File: config.mk
export PLATFORM = sky130hd
export DESIGN_NAME = rgba_timed_linear_fade_top_flat
export DESIGN_NICKNAME = d
export VERILOG_FILES = /design/src/rtlf_pkg.sv /design/src/rtlf_ifs.sv /design/src/rtlf_ctrl.sv /design/src/rtlf_datapath.sv /design/src/rgba_timed_linear_fade_top.sv /design/src/flat_wrapper.sv
export SDC_FILE = /design/constraint.sdc
export NUM_CORES = 1
export LEC_CHECK = 0
export BUFFER_PORTS_ARGS = -buffer_cell sky130_fd_sc_hd__buf_2
export CELL_PAD_IN_SITES_DETAIL_PLACEMENT = 1
export CELL_PAD_IN_SITES_GLOBAL_PLACEMENT = 1
export CORE_ASPECT_RATIO = 0.6
export CORE_MARGIN = 2
export CORE_UTILIZATION = 40
export CTS_BUF_LIST = sky130_fd_sc_hd__clkbuf_8
export CTS_CLUSTER_SIZE = 10
export DETAILED_ROUTE_END_ITERATION = 8
export PLACE_DENSITY = 0.71
export SYNTH_ARGS = -nofsm -noshare
export SYNTH_HDL_FRONTEND = slang
export SYNTH_SLANG_ARGS = --single-unit
File: constraint.sdc
create_clock -name clk -period 7.84 [get_ports clk]
set_clock_uncertainty 0.05 [all_clocks]
set_input_delay 0.784 -clock clk [delete_from_list [all_inputs] [get_ports clk]]
set_output_delay 0.784 -clock clk [all_outputs]
set_load 0.005 [all_outputs]
File: src/rtlf_pkg.sv
// Shared constants, types and helpers for the RGBA fade engine.
package rtlf_pkg;

    localparam int TIME_BITS  = 16;
    localparam int DELTA_BITS = 16;
    localparam int CHAN_BITS  = 8;
    localparam int COLOUR_BITS = 4 * CHAN_BITS;
    localparam int DUR_BITS   = (TIME_BITS < 16) ? TIME_BITS : 16;
    localparam int SUM_BITS   = ((DUR_BITS > DELTA_BITS) ? DUR_BITS : DELTA_BITS) + 1;
    localparam int PROD_BITS  = CHAN_BITS + DUR_BITS;
    localparam int IDX_BITS   = 3;
    localparam int STEP_BITS  = $clog2(CHAN_BITS);

    localparam logic [1:0] OP_TICK    = 2'd0;
    localparam logic [1:0] OP_START   = 2'd1;
    localparam logic [1:0] OP_STOP    = 2'd2;
    localparam logic [1:0] OP_RESTART = 2'd3;

    localparam logic [IDX_BITS-1:0] REG_COLOUR_A  = 3'd0;
    localparam logic [IDX_BITS-1:0] REG_COLOUR_B  = 3'd1;
    localparam logic [IDX_BITS-1:0] REG_RED_DUR   = 3'd2;
    localparam logic [IDX_BITS-1:0] REG_GREEN_DUR = 3'd3;
    localparam logic [IDX_BITS-1:0] REG_BLUE_DUR  = 3'd4;
    localparam logic [IDX_BITS-1:0] REG_ALPHA_DUR = 3'd5;

    // Commands from the controller to the datapath.
    typedef struct packed {
        logic       accept;
        logic       calc;
        logic       mul0;
        logic       mul1;
        logic       div_step;
        logic       write;
        logic       last;
        logic [1:0] ch;
        logic       load_out;
    } rtlf_cmd_t;

    typedef struct packed {
        logic active;
    } rtlf_status_t;

    // Channel 0 is red in the top byte, channel 3 alpha in the low byte.
    function automatic logic [CHAN_BITS-1:0] chan_of(
        input logic [COLOUR_BITS-1:0] colour,
        input logic [1:0]             ch
    );
        logic [CHAN_BITS-1:0] val;
        case (ch)
            2'd0:    val = colour[4*CHAN_BITS-1:3*CHAN_BITS];
            2'd1:    val = colour[3*CHAN_BITS-1:2*CHAN_BITS];
            2'd2:    val = colour[2*CHAN_BITS-1:CHAN_BITS];
            default: val = colour[CHAN_BITS-1:0];
        endcase
        return val;
    endfunction

endpackage

File: src/rtlf_ifs.sv
// Item channel interfaces: fade commands in, colour results out.
interface rtlf_cmd_if;
    logic                             valid;
    logic                             ready;
    logic [1:0]                       operation;
    logic [rtlf_pkg::DELTA_BITS-1:0]  tick_delta;

    modport source (output valid, output operation, output tick_delta, input ready);
    modport sink   (input valid, input operation, input tick_delta, output ready);
endinterface

interface rtlf_result_if;
    logic                             valid;
    logic                             ready;
    logic [rtlf_pkg::CHAN_BITS-1:0]   out_red;
    logic [rtlf_pkg::CHAN_BITS-1:0]   out_green;
    logic [rtlf_pkg::CHAN_BITS-1:0]   out_blue;
    logic [rtlf_pkg::CHAN_BITS-1:0]   out_alpha;
    logic                             running;

    modport source (output valid, output out_red, output out_green, output out_blue,
                    output out_alpha, output running, input ready);
    modport sink   (input valid, input out_red, input out_green, input out_blue,
                    input out_alpha, input running, output ready);
endinterface

File: src/rtlf_ctrl.sv
// Sequencer for the fade engine: walks each channel through clamp, multiply and divide.
module rtlf_ctrl (
    input  logic                   clk,
    input  logic                   rst_n,
    input  logic                   in_valid,
    output logic                   in_ready,
    input  logic [1:0]             operation,
    output logic                   out_valid,
    input  logic                   out_ready,
    input  rtlf_pkg::rtlf_status_t status,
    output rtlf_pkg::rtlf_cmd_t    cmd
);

    localparam logic [2:0] S_IDLE   = 3'd0;
    localparam logic [2:0] S_CALC   = 3'd1;
    localparam logic [2:0] S_MUL0   = 3'd2;
    localparam logic [2:0] S_MUL1   = 3'd3;
    localparam logic [2:0] S_DIV    = 3'd4;
    localparam logic [2:0] S_WRITE  = 3'd5;
    localparam logic [2:0] S_FINISH = 3'd6;

    logic [2:0]                     state_reg, state_next;
    logic [1:0]                     ch_reg, ch_next;
    logic [rtlf_pkg::STEP_BITS-1:0] step_reg, step_next;
    logic                           out_valid_reg, out_valid_next;
    logic                           accept;
    logic                           slot_free;

    assign in_ready  = (state_reg == S_IDLE);
    assign accept    = in_valid && in_ready;
    assign out_valid = out_valid_reg;
    assign slot_free = !out_valid_reg || out_ready;

    always_comb
    begin
        state_next   = state_reg;
        ch_next      = ch_reg;
        step_next    = step_reg;
        cmd          = '0;
        cmd.ch       = ch_reg;
        cmd.accept   = accept;
        cmd.last     = (ch_reg == 2'd3);
        case (state_reg)
            S_IDLE:
            begin
                if (accept)
                begin
                    ch_next = 2'd0;
                    if (operation == rtlf_pkg::OP_TICK && status.active)
                        state_next = S_CALC;
                    else
                        state_next = S_FINISH;
                end
            end
            S_CALC:
            begin
                cmd.calc   = 1'b1;
                state_next = S_MUL0;
            end
            S_MUL0:
            begin
                cmd.mul0   = 1'b1;
                state_next = S_MUL1;
            end
            S_MUL1:
            begin
                cmd.mul1   = 1'b1;
                step_next  = '0;
                state_next = S_DIV;
            end
            S_DIV:
            begin
                cmd.div_step = 1'b1;
                step_next    = step_reg + 1'b1;
                if (step_reg == rtlf_pkg::STEP_BITS'(rtlf_pkg::CHAN_BITS - 1))
                    state_next = S_WRITE;
            end
            S_WRITE:
            begin
                cmd.write = 1'b1;
                if (ch_reg == 2'd3)
                    state_next = S_FINISH;
                else
                begin
                    ch_next    = ch_reg + 2'd1;
                    state_next = S_CALC;
                end
            end
            S_FINISH:
            begin
                // Hold until the output register is free.
                if (slot_free)
                begin
                    cmd.load_out = 1'b1;
                    state_next   = S_IDLE;
                end
            end
            default:
                state_next = S_IDLE;
        endcase
    end

    always_comb
    begin
        out_valid_next = out_valid_reg;
        if (cmd.load_out)
            out_valid_next = 1'b1;
        else if (out_valid_reg && out_ready)
            out_valid_next = 1'b0;
    end

    always_ff @(posedge clk or negedge rst_n)
    begin
        if (!rst_n)
        begin
            state_reg     <= S_IDLE;
            ch_reg        <= 2'd0;
            step_reg      <= '0;
            out_valid_reg <= 1'b0;
        end
        else
        begin
            state_reg     <= state_next;
            ch_reg        <= ch_next;
            step_reg      <= step_next;
            out_valid_reg <= out_valid_next;
        end
    end

endmodule

File: src/rtlf_datapath.sv
// Fade datapath: colour and duration registers, per-channel counters, shared mul/div unit.
module rtlf_datapath (
    input  logic                                 clk,
    input  logic                                 rst_n,
    input  logic                                 cfg_we,
    input  logic [rtlf_pkg::IDX_BITS-1:0]        cfg_index,
    input  logic [rtlf_pkg::COLOUR_BITS-1:0]     cfg_wdata,
    input  logic [1:0]                           operation,
    input  logic [rtlf_pkg::DELTA_BITS-1:0]      tick_delta,
    input  rtlf_pkg::rtlf_cmd_t                  cmd,
    output rtlf_pkg::rtlf_status_t               status,
    output logic [rtlf_pkg::CHAN_BITS-1:0]       out_red,
    output logic [rtlf_pkg::CHAN_BITS-1:0]       out_green,
    output logic [rtlf_pkg::CHAN_BITS-1:0]       out_blue,
    output logic [rtlf_pkg::CHAN_BITS-1:0]       out_alpha,
    output logic                                 running
);

    localparam int DB = rtlf_pkg::DUR_BITS;
    localparam int CB = rtlf_pkg::CHAN_BITS;
    localparam int PB = rtlf_pkg::PROD_BITS;
    localparam int SB = rtlf_pkg::SUM_BITS;

    logic [rtlf_pkg::COLOUR_BITS-1:0] colour_a_reg, colour_b_reg;
    logic [DB-1:0]                    dur_reg     [4];
    logic [DB-1:0]                    elapsed_reg [4];
    logic [CB-1:0]                    current_reg [4];
    logic                             active_reg, active_next;
    logic                             done_reg;
    logic [rtlf_pkg::DELTA_BITS-1:0]  delta_reg;
    logic [DB-1:0]                    e_reg;
    logic [PB-1:0]                    acc_reg;
    logic [DB-1:0]                    rem_reg;
    logic [CB-1:0]                    quo_reg;
    logic [CB-1:0]                    red_reg, green_reg, blue_reg, alpha_reg;
    logic                             running_reg;

    logic                             colour_wr;
    logic [rtlf_pkg::COLOUR_BITS-1:0] new_a;
    logic                             op_restart;
    logic [DB-1:0]                    d_cur;
    logic [CB-1:0]                    a_cur, b_cur;
    logic [SB-1:0]                    e_sum;
    logic [DB-1:0]                    e_clamped;
    logic [PB-1:0]                    sum;
    logic [DB:0]                      trial;
    logic [DB:0]                      diff;
    logic                             ge;

    assign colour_wr  = cfg_we && (cfg_index == rtlf_pkg::REG_COLOUR_A ||
                                   cfg_index == rtlf_pkg::REG_COLOUR_B);
    assign new_a      = (cfg_we && cfg_index == rtlf_pkg::REG_COLOUR_A) ? cfg_wdata
                                                                         : colour_a_reg;
    assign op_restart = cmd.accept && operation == rtlf_pkg::OP_RESTART;

    assign d_cur = dur_reg[cmd.ch];
    assign a_cur = rtlf_pkg::chan_of(colour_a_reg, cmd.ch);
    assign b_cur = rtlf_pkg::chan_of(colour_b_reg, cmd.ch);

    // Advance and clamp at the channel's duration.
    assign e_sum     = SB'(elapsed_reg[cmd.ch]) + SB'(delta_reg);
    assign e_clamped = (e_sum > SB'(d_cur)) ? d_cur : e_sum[DB-1:0];

    assign sum   = acc_reg + PB'(a_cur) * PB'(e_reg);
    // One quotient bit per step; the quotient always fits in a channel.
    assign trial = {rem_reg, quo_reg[CB-1]};
    assign diff  = trial - {1'b0, d_cur};
    assign ge    = (trial >= {1'b0, d_cur});

    assign status.active = active_reg;

    always_comb
    begin
        active_next = active_reg;
        if (colour_wr)
            active_next = 1'b0;
        else if (cmd.accept && operation == rtlf_pkg::OP_START)
            active_next = 1'b1;
        else if (cmd.accept && operation == rtlf_pkg::OP_STOP)
            active_next = 1'b0;
        else if (cmd.write && cmd.last && done_reg)
            active_next = 1'b0;
    end

    always_ff @(posedge clk or negedge rst_n)
    begin
        if (!rst_n)
        begin
            colour_a_reg <= '0;
            colour_b_reg <= '0;
            active_reg   <= 1'b0;
            for (int i = 0; i < 4; i++)
            begin
                dur_reg[i]     <= '0;
                elapsed_reg[i] <= '0;
                current_reg[i] <= '0;
            end
        end
        else
        begin
            active_reg <= active_next;
            if (cfg_we)
            begin
                case (cfg_index)
                    rtlf_pkg::REG_COLOUR_A:  colour_a_reg <= cfg_wdata;
                    rtlf_pkg::REG_COLOUR_B:  colour_b_reg <= cfg_wdata;
                    rtlf_pkg::REG_RED_DUR:   dur_reg[0]   <= cfg_wdata[DB-1:0];
                    rtlf_pkg::REG_GREEN_DUR: dur_reg[1]   <= cfg_wdata[DB-1:0];
                    rtlf_pkg::REG_BLUE_DUR:  dur_reg[2]   <= cfg_wdata[DB-1:0];
                    rtlf_pkg::REG_ALPHA_DUR: dur_reg[3]   <= cfg_wdata[DB-1:0];
                    default: ;
                endcase
            end
            if (colour_wr || op_restart)
            begin
                for (int i = 0; i < 4; i++)
                begin
                    elapsed_reg[i] <= '0;
                    current_reg[i] <= rtlf_pkg::chan_of(new_a, 2'(i));
                end
            end
            if (cmd.calc)
                elapsed_reg[cmd.ch] <= e_clamped;
            if (cmd.write)
                current_reg[cmd.ch] <= (d_cur == '0) ? a_cur : quo_reg;
        end
    end

    // Working registers; no reset needed.
    always_ff @(posedge clk)
    begin
        if (cmd.accept)
        begin
            delta_reg <= tick_delta;
            done_reg  <= 1'b1;
        end
        if (cmd.calc)
        begin
            e_reg    <= e_clamped;
            done_reg <= done_reg && (e_clamped == d_cur);
        end
        if (cmd.mul0)
            acc_reg <= PB'(b_cur) * PB'(d_cur - e_reg);
        if (cmd.mul1)
        begin
            rem_reg <= sum[PB-1:CB];
            quo_reg <= sum[CB-1:0];
        end
        if (cmd.div_step)
        begin
            rem_reg <= ge ? diff[DB-1:0] : trial[DB-1:0];
            quo_reg <= {quo_reg[CB-2:0], ge};
        end
        if (cmd.load_out)
        begin
            red_reg     <= current_reg[0];
            green_reg   <= current_reg[1];
            blue_reg    <= current_reg[2];
            alpha_reg   <= current_reg[3];
            running_reg <= active_reg;
        end
    end

    assign out_red   = red_reg;
    assign out_green = green_reg;
    assign out_blue  = blue_reg;
    assign out_alpha = alpha_reg;
    assign running   = running_reg;

endmodule

File: src/rgba_timed_linear_fade_top.sv
// Top level of the four-channel RGBA timed linear fade engine.
// Each command item (tick, start, stop, restart) yields one result item with the current
// colour and the running flag. Stop, start, restart and a tick while stopped go from
// acceptance straight to loading the output register. A tick while running is accepted,
// then each of the four channels in turn passes through one shared unit (clamp, two 8x16
// multiplies, a restoring divide that yields one quotient bit per cycle, and a write-back),
// and then the output register is loaded. One item is in flight at a time; the next
// is taken as soon as the result is registered, even if that result has not yet been
// collected.
// Writing colour A or colour B stops the fade and shows colour A; the user must write
// configuration only while the block is idle; the block itself does not enforce this.
module rgba_timed_linear_fade_top (
    input  logic                                 clk,
    input  logic                                 rst_n,
    input  logic                                 cfg_we,
    input  logic [rtlf_pkg::IDX_BITS-1:0]        cfg_index,
    input  logic [rtlf_pkg::COLOUR_BITS-1:0]     cfg_wdata,
    rtlf_cmd_if.sink                             cmd,
    rtlf_result_if.source                        result
);

    rtlf_pkg::rtlf_cmd_t    ctl;
    rtlf_pkg::rtlf_status_t status;

    rtlf_ctrl u_ctrl (
        .clk       (clk),
        .rst_n     (rst_n),
        .in_valid  (cmd.valid),
        .in_ready  (cmd.ready),
        .operation (cmd.operation),
        .out_valid (result.valid),
        .out_ready (result.ready),
        .status    (status),
        .cmd       (ctl)
    );

    rtlf_datapath u_datapath (
        .clk        (clk),
        .rst_n      (rst_n),
        .cfg_we     (cfg_we),
        .cfg_index  (cfg_index),
        .cfg_wdata  (cfg_wdata),
        .operation  (cmd.operation),
        .tick_delta (cmd.tick_delta),
        .cmd        (ctl),
        .status     (status),
        .out_red    (result.out_red),
        .out_green  (result.out_green),
        .out_blue   (result.out_blue),
        .out_alpha  (result.out_alpha),
        .running    (result.running)
    );

endmodule

File: src/flat_wrapper.sv
// flat-port wrapper written by rule: the top's interface ports become plain ports
module rgba_timed_linear_fade_top_flat 
  (clk, rst_n, cfg_we, cfg_index, cfg_wdata, cmd_valid, cmd_operation, cmd_tick_delta, cmd_ready, result_valid, result_out_red, result_out_green, result_out_blue, result_out_alpha, result_running, result_ready);
  rtlf_cmd_if cmd_i ();
  rtlf_result_if result_i ();
  input  logic clk;
  input  logic rst_n;
  input  logic cfg_we;
  input  logic [rtlf_pkg::IDX_BITS-1:0] cfg_index;
  input  logic [rtlf_pkg::COLOUR_BITS-1:0] cfg_wdata;
  input wire logic [$bits(cmd_i.valid)-1:0] cmd_valid;
  input wire logic [$bits(cmd_i.operation)-1:0] cmd_operation;
  input wire logic [$bits(cmd_i.tick_delta)-1:0] cmd_tick_delta;
  output wire logic [$bits(cmd_i.ready)-1:0] cmd_ready;
  output wire logic [$bits(result_i.valid)-1:0] result_valid;
  output wire logic [$bits(result_i.out_red)-1:0] result_out_red;
  output wire logic [$bits(result_i.out_green)-1:0] result_out_green;
  output wire logic [$bits(result_i.out_blue)-1:0] result_out_blue;
  output wire logic [$bits(result_i.out_alpha)-1:0] result_out_alpha;
  output wire logic [$bits(result_i.running)-1:0] result_running;
  input wire logic [$bits(result_i.ready)-1:0] result_ready;
  assign cmd_i.valid = cmd_valid;
  assign cmd_i.operation = cmd_operation;
  assign cmd_i.tick_delta = cmd_tick_delta;
  assign cmd_ready = cmd_i.ready;
  assign result_valid = result_i.valid;
  assign result_out_red = result_i.out_red;
  assign result_out_green = result_i.out_green;
  assign result_out_blue = result_i.out_blue;
  assign result_out_alpha = result_i.out_alpha;
  assign result_running = result_i.running;
  assign result_i.ready = result_ready;
  rgba_timed_linear_fade_top u_core (.clk(clk), .rst_n(rst_n), .cfg_we(cfg_we), .cfg_index(cfg_index), .cfg_wdata(cfg_wdata), .cmd(cmd_i), .result(result_i));
endmodule
# Yosys cells after proc, flatten, opt, wreduce, memory -nomap -nowiden

Index checks and enable logic that the tools add are counted.

$add $sub $neg: 6
$mul: 2
Div/mod/pow operators: 0
Magnitude comparators: 4
Equal/unequal tests: 23
Shift operators: 0
Multiplexer cells: 51
Bitwise logic cells: 1
Reductions and logical operators: 35

Operators with widths:

| kind                                    | count |
|---|---|
| 2-to-1 mux 16 bit                       | 9 |
| 2-to-1 mux 64 bit                       | 2 |
| 2-to-1 mux 32 bit                       | 3 |
| binary-select mux 16 bit (select 2 bit) | 2 |
| bitwise mux 64 bit                      | 1 |
| one-hot mux 8 bit (3 select lines)      | 2 |
| bitwise mux 32 bit                      | 1 |
| demux 16 bit (select 2 bit)             | 1 |
| 2-to-1 mux 8 bit                        | 4 |
| adder 24 bit                            | 1 |
| multiplier 8 x 16 -> 24 bit             | 1 |
| multiplier 9 x 17 -> 24 bit             | 1 |
| one-hot mux 3 bit (7 select lines)      | 1 |
| == test 3 bit (second input constant)   | 6 |
| adder 16 x 16 -> 17 bit                 | 1 |
| >= comparator 17 x 16 -> 1 bit          | 1 |
| > comparator 17 x 16 -> 1 bit           | 1 |
| subtractor 16 x 16 -> 17 bit            | 1 |
| demux 8 bit (select 2 bit)              | 1 |
| == test 16 bit                          | 1 |
| logical NOT 16 bit                      | 1 |
| subtractor 16 bit                       | 1 |
| 2-to-1 mux 1 bit                        | 15 |
| 2-to-1 mux 3 bit                        | 5 |
| 23 further kinds                        | 59 |

Register bits after elaboration: 348
Latch bits: 0
Memory bits (writable): 0
ROM bits: 0
Input port bits: 58
Output and inout bits: 35
Logic and storage cells: 152
Memories: 0

# Longest topological paths before layout

Word-level depth: 10
Depth in mapped cells: 31
Mapped depth without buffers: 28

# Cells and area by module

From an unflattened synthesis, not the netlist that was laid out.

Cell total of the unflattened synthesis: 2473
Area total of the unflattened synthesis: 26849.5 sq um

Modules (own cells, without submodules):

| module        | times used | cells each | area an instance (sq um) | sequential area each (sq um) |
|---|---|---|---|---|
| rtlf_datapath | 1          | 2420       | 26290.2                  | 9053.7 |
| rtlf_ctrl     | 1          | 53         | 559.3                    | 225.2 |

# Worst setup path after synthesis

OpenSTA, ideal clock, no wires.

Kind: register -> register
Start point: register u_core.u_ctrl.ch_reg[0]
End point: register u_core.u_datapath.acc_reg[23] (data pin)
Setup time: 0.259 ns
Arrival time: 7.069 ns
Required time: 7.531 ns
Slack: 0.462 ns
Cell stages (with the launch flop): 30
Buffers on the path: 1
Period minus slack after synthesis: 7.378 ns
Cells stage by stage: dfrtp_1 buf_6 mux4_2 inv_1 ha_1 fa_1 nand2b_1 a21oi_1 o21ai_1 a211oi_1 o211ai_1 nor4b_1 a2111oi_2 nand2b_1 fa_1 inv_1 fa_1 fa_1 inv_1 fa_1 inv_1 ha_1 and3_1 a221o_1 a31oi_1 o21ai_0 o21ba_2 o21ai_0 a21oi_1 xnor2_1

Word-level cells in the longest chain between the ends: 6
Elaborated cells between the ends (all ways): 10
Classes of those cells: add/sub: 1; mul: 1; eq/ne: 2; mux: 4; bitwise: 1; reduce/logical: 1

RTL lines:

| what                                                  | line                 | text |
|---|---|---|
| start, declared                                       | rtlf_ctrl.sv:23      | `logic [1:0] ch_reg, ch_next;` |
| start signal, assigned                                | rtlf_ctrl.sv:124     | `ch_reg <= ch_next;` |
| NOT 2 -> 3 bit (not written as such)                  | rtlf_datapath.sv:56  | `assign d_cur = dur_reg[cmd.ch];` |
| binary-select mux 16 bit (select 2 bit)               | rtlf_datapath.sv:56  |  |
| 2-to-1 mux 16 bit (not written as such) (2 in series) | rtlf_datapath.sv:56  |  |
| subtractor 16 x 16 -> 17 bit                          | rtlf_datapath.sv:143 | `acc_reg <= PB'(b_cur) * PB'(d_cur - e_reg);` |
| multiplier 9 x 17 -> 24 bit (*)                       | rtlf_datapath.sv:143 |  |
| end signal, assigned                                  | rtlf_datapath.sv:143 |  |
| end, declared                                         | rtlf_datapath.sv:32  | `logic [PB-1:0] acc_reg;` |

Every way passes the cells marked *; elsewhere a longest branch is shown, timed or not. The select of a mux whose other input is x is not followed.
A chain may end at the register's enable or synchronous reset.

# Worst setup path in the final report

Ends and elaborated chain as after synthesis.

==> reports/metrics.cfg <==
[yosys]
syn_nets=2997
yosys.area_share.adder=0.229
yosysWarnings=0
synth_top_family_by_area=adder cells
synth-simple-area-share=0.111
synth_xor_area_frac=0.0291
muxShareOfSynthArea=0.128
async_flop_share=0.672
synth_area_per_cell_sq_um=10.6
synth_top_area_share=0.215
synth_seq_cells=348
ys_types=88
synthesis.area_sq_um=27200
synth-edff-count=114
synth_cells=2567
synthTopCellsByArea=dfrtp_1 22%, fa_1 16%, edfxtp_1 13%
synth_ff_type=dfrtp_1
seq_area_frac_synth=0.341
synth_top_cell_by_area=dfrtp_1
synth_compound_area_frac=0.0917

[cells_and_area]
layout_common_cells=415 x inv_1, 233 x dfrtp_1, 231 x nand2_1
fin_cells=3635
fin_area_sq_um=30100
drive_gt1_frac=0.168
syn_to_final_growth_pct=10.6
layout_commonest_cell=inv_1
final_nets=3109
num-fill-cells=7453
antenna_cells=0

[sta]
tightestPinTransition_ns=1.28
hold_viol_final=0
rsz0062_at_grt=false
final.period_utilization=0.955
max_freq_mhz=134
relSlewSlack=0.139
drv_slew=0
min_period_ns=7.48
setup-violations-final=0
holdWs_ns=0.164

[place]
gp_congestion=0.900
place_hpwl_um=66500
dpl_cell_area_sq_um=28900
port_buffers=92
place_inst=3529

[drt]
drt_wl_total_um=85400
vias=20200
first_pass_iters=8
viasPerCell=5.55
drc=0
drt_iter0_markers=1488
antenna_left=0
wire_per_inst_um=23.5

[global_routing]
grt_overflow=0
grt_max_degree=136
track_usage=0.245
grt_first_pass_wirelength_um=131000
antenna_found_initial=3
grt_pass1_vias=21500

[critical_path]
worstPathArrival_ns=7.84
worstPathRequired_ns=8.20
crit_fanout=7
worstSetupPathType=flop to flop
crit_path_end_kind=flop
startpoint=u_core.u_ctrl.ch_reg[0]$_DFFE_PN0P_
worstReg2RegStart=u_core.u_ctrl.ch_reg[0]$_DFFE_PN0P_
slowest_delay_ns=0.57
critPathLaunchType=flop
crit_slowest_cell=mux4_2

[die]
die_y_um=206
design.portCount=93
start_util=0.402
core_sq_um=67700
dieArea_sq_um=70300
row_count=74
die_w_um=341

[clock_network]
clkTransAtPathRegs_ns=0.07
cts_tree=done
numCtsBuffers=56
max-clock-path-buffers=3
clock_latency_ns=0.69
htree_levels=2
cts.sinks=348
hold_buffers=0
clock-root-buffer=clkbuf_8

[status]
status=finished, final reports clean

[job]
maxCapViolations=0

[hold_path]
worst_hold_path_type=input pin to asynchronous set/reset pin

-- routing by layer --
metal | global-route usage | routed length (um) | vias to the layer above
li1 | - | - | 8916
met1 | 0.370 | 41600 | 10500
met2 | 0.362 | 35700 | 614
met3 | 0.0500 | 6340 | 107
met4 | 0.0544 | 1690 | 4
met5 | 0 | 20 | -
-- synth_stat cells, drive strengths merged, types with 5 or more instances --
cell type / instances
a211oi: 13
nor3: 32
nand3: 14
o21ai: 60
inv: 391
a222oi: 15
ha: 160
clkbuf: 72
mux2i: 123
dfrtp: 234
or3: 10
and3: 6
o22ai: 65
mux2: 123
fa: 212
a21o: 24
nand2b: 30
a22oi: 6
o21a: 17
buf: 29
edfxtp: 114
and2: 86
or2: 9
nor4: 15
xor2: 26
nor2b: 18
nor3b: 5
xnor2: 62
nand2: 232
nand4: 13
a31oi: 14
o21bai: 8
a311oi: 5
a21oi: 76
mux4: 32
nor2: 134
a22o: 6
o211ai: 15
-- cells by family after synthesis --
family / Yosys count
XOR/XNOR: 89
AO/OA/AOI/OAI: 367
AND/OR/NAND/NOR: 620
multiplexers: 278
adder cells (fa/ha/maj): 372
buffers and inverters: 493
flip-flops: 348
-- path summary, 6_finish.rpt --
check	endpoint	slack (ns)	cells past startpoint
worst max register to register	u_core.u_datapath.acc_reg[23]$_DFFE_PP_	0.36	28
worst min register to register	u_core.u_datapath.out_green[6]$_DFFE_PP_	0.41	0
max in group asynchronous	u_core.u_datapath.current_reg[27]$_DFF_PN0_	6.27	2
min in group clk	u_core.u_datapath.delta_reg[14]$_DFFE_PP_	0.22	1
worst min-delay path	u_core.u_datapath.elapsed_reg[56]$_DFF_PN0_	0.16	1
worst max-delay path	u_core.u_datapath.acc_reg[23]$_DFFE_PP_	0.36	28
-- worst max-delay path, delay by kind of cell (launching register included) --
kind                     cells  cell delay (ns)
buffers and inverters        4             0.23
flip-flops                   1             0.44
adder cells (fa/ha/maj)      7             2.73
AO/OA/AOI/OAI               10             1.83
multiplexers                 1             0.57
AND/OR/NAND/NOR              4             1.00
XOR/XNOR                     2             0.34
-- repair_timing --
action                                  in CTS  in global routing
pin swaps                                    0                  3
endpoints found under the setup margin       1                  6
cloned                                       0                  0
gates resized for setup                      2                 21
buffers inserted                             2                  2
-- final cells by class --
class	instances	area, sq um	share of cell area
Sequential cell	348	9280	0.308
Clock inverter	39	216	0.00719
Tap cell	912	1140	0.0379
Inverter	392	1470	0.0489
Timing Repair Buffer	155	963	0.0320
Clock buffer	63	867	0.0288
Multi-Input combinational cell	1726	16200	0.537
-- through the flow --
stage                     utilization  setup slack, ns  setup TNS [ns]
after global placement          0.427            0.126               0
after global routing            0.445          0.00560               0
after floorplan                     -            0.462               0
after detailed placement        0.427           -0.120          -0.120
final                           0.445            0.356               0
after CTS                       0.444           0.0125               0
Power is left out: the tool's default activity adds up to more than one toggle a clock period on the data nets, which glitch-free logic cannot reach.
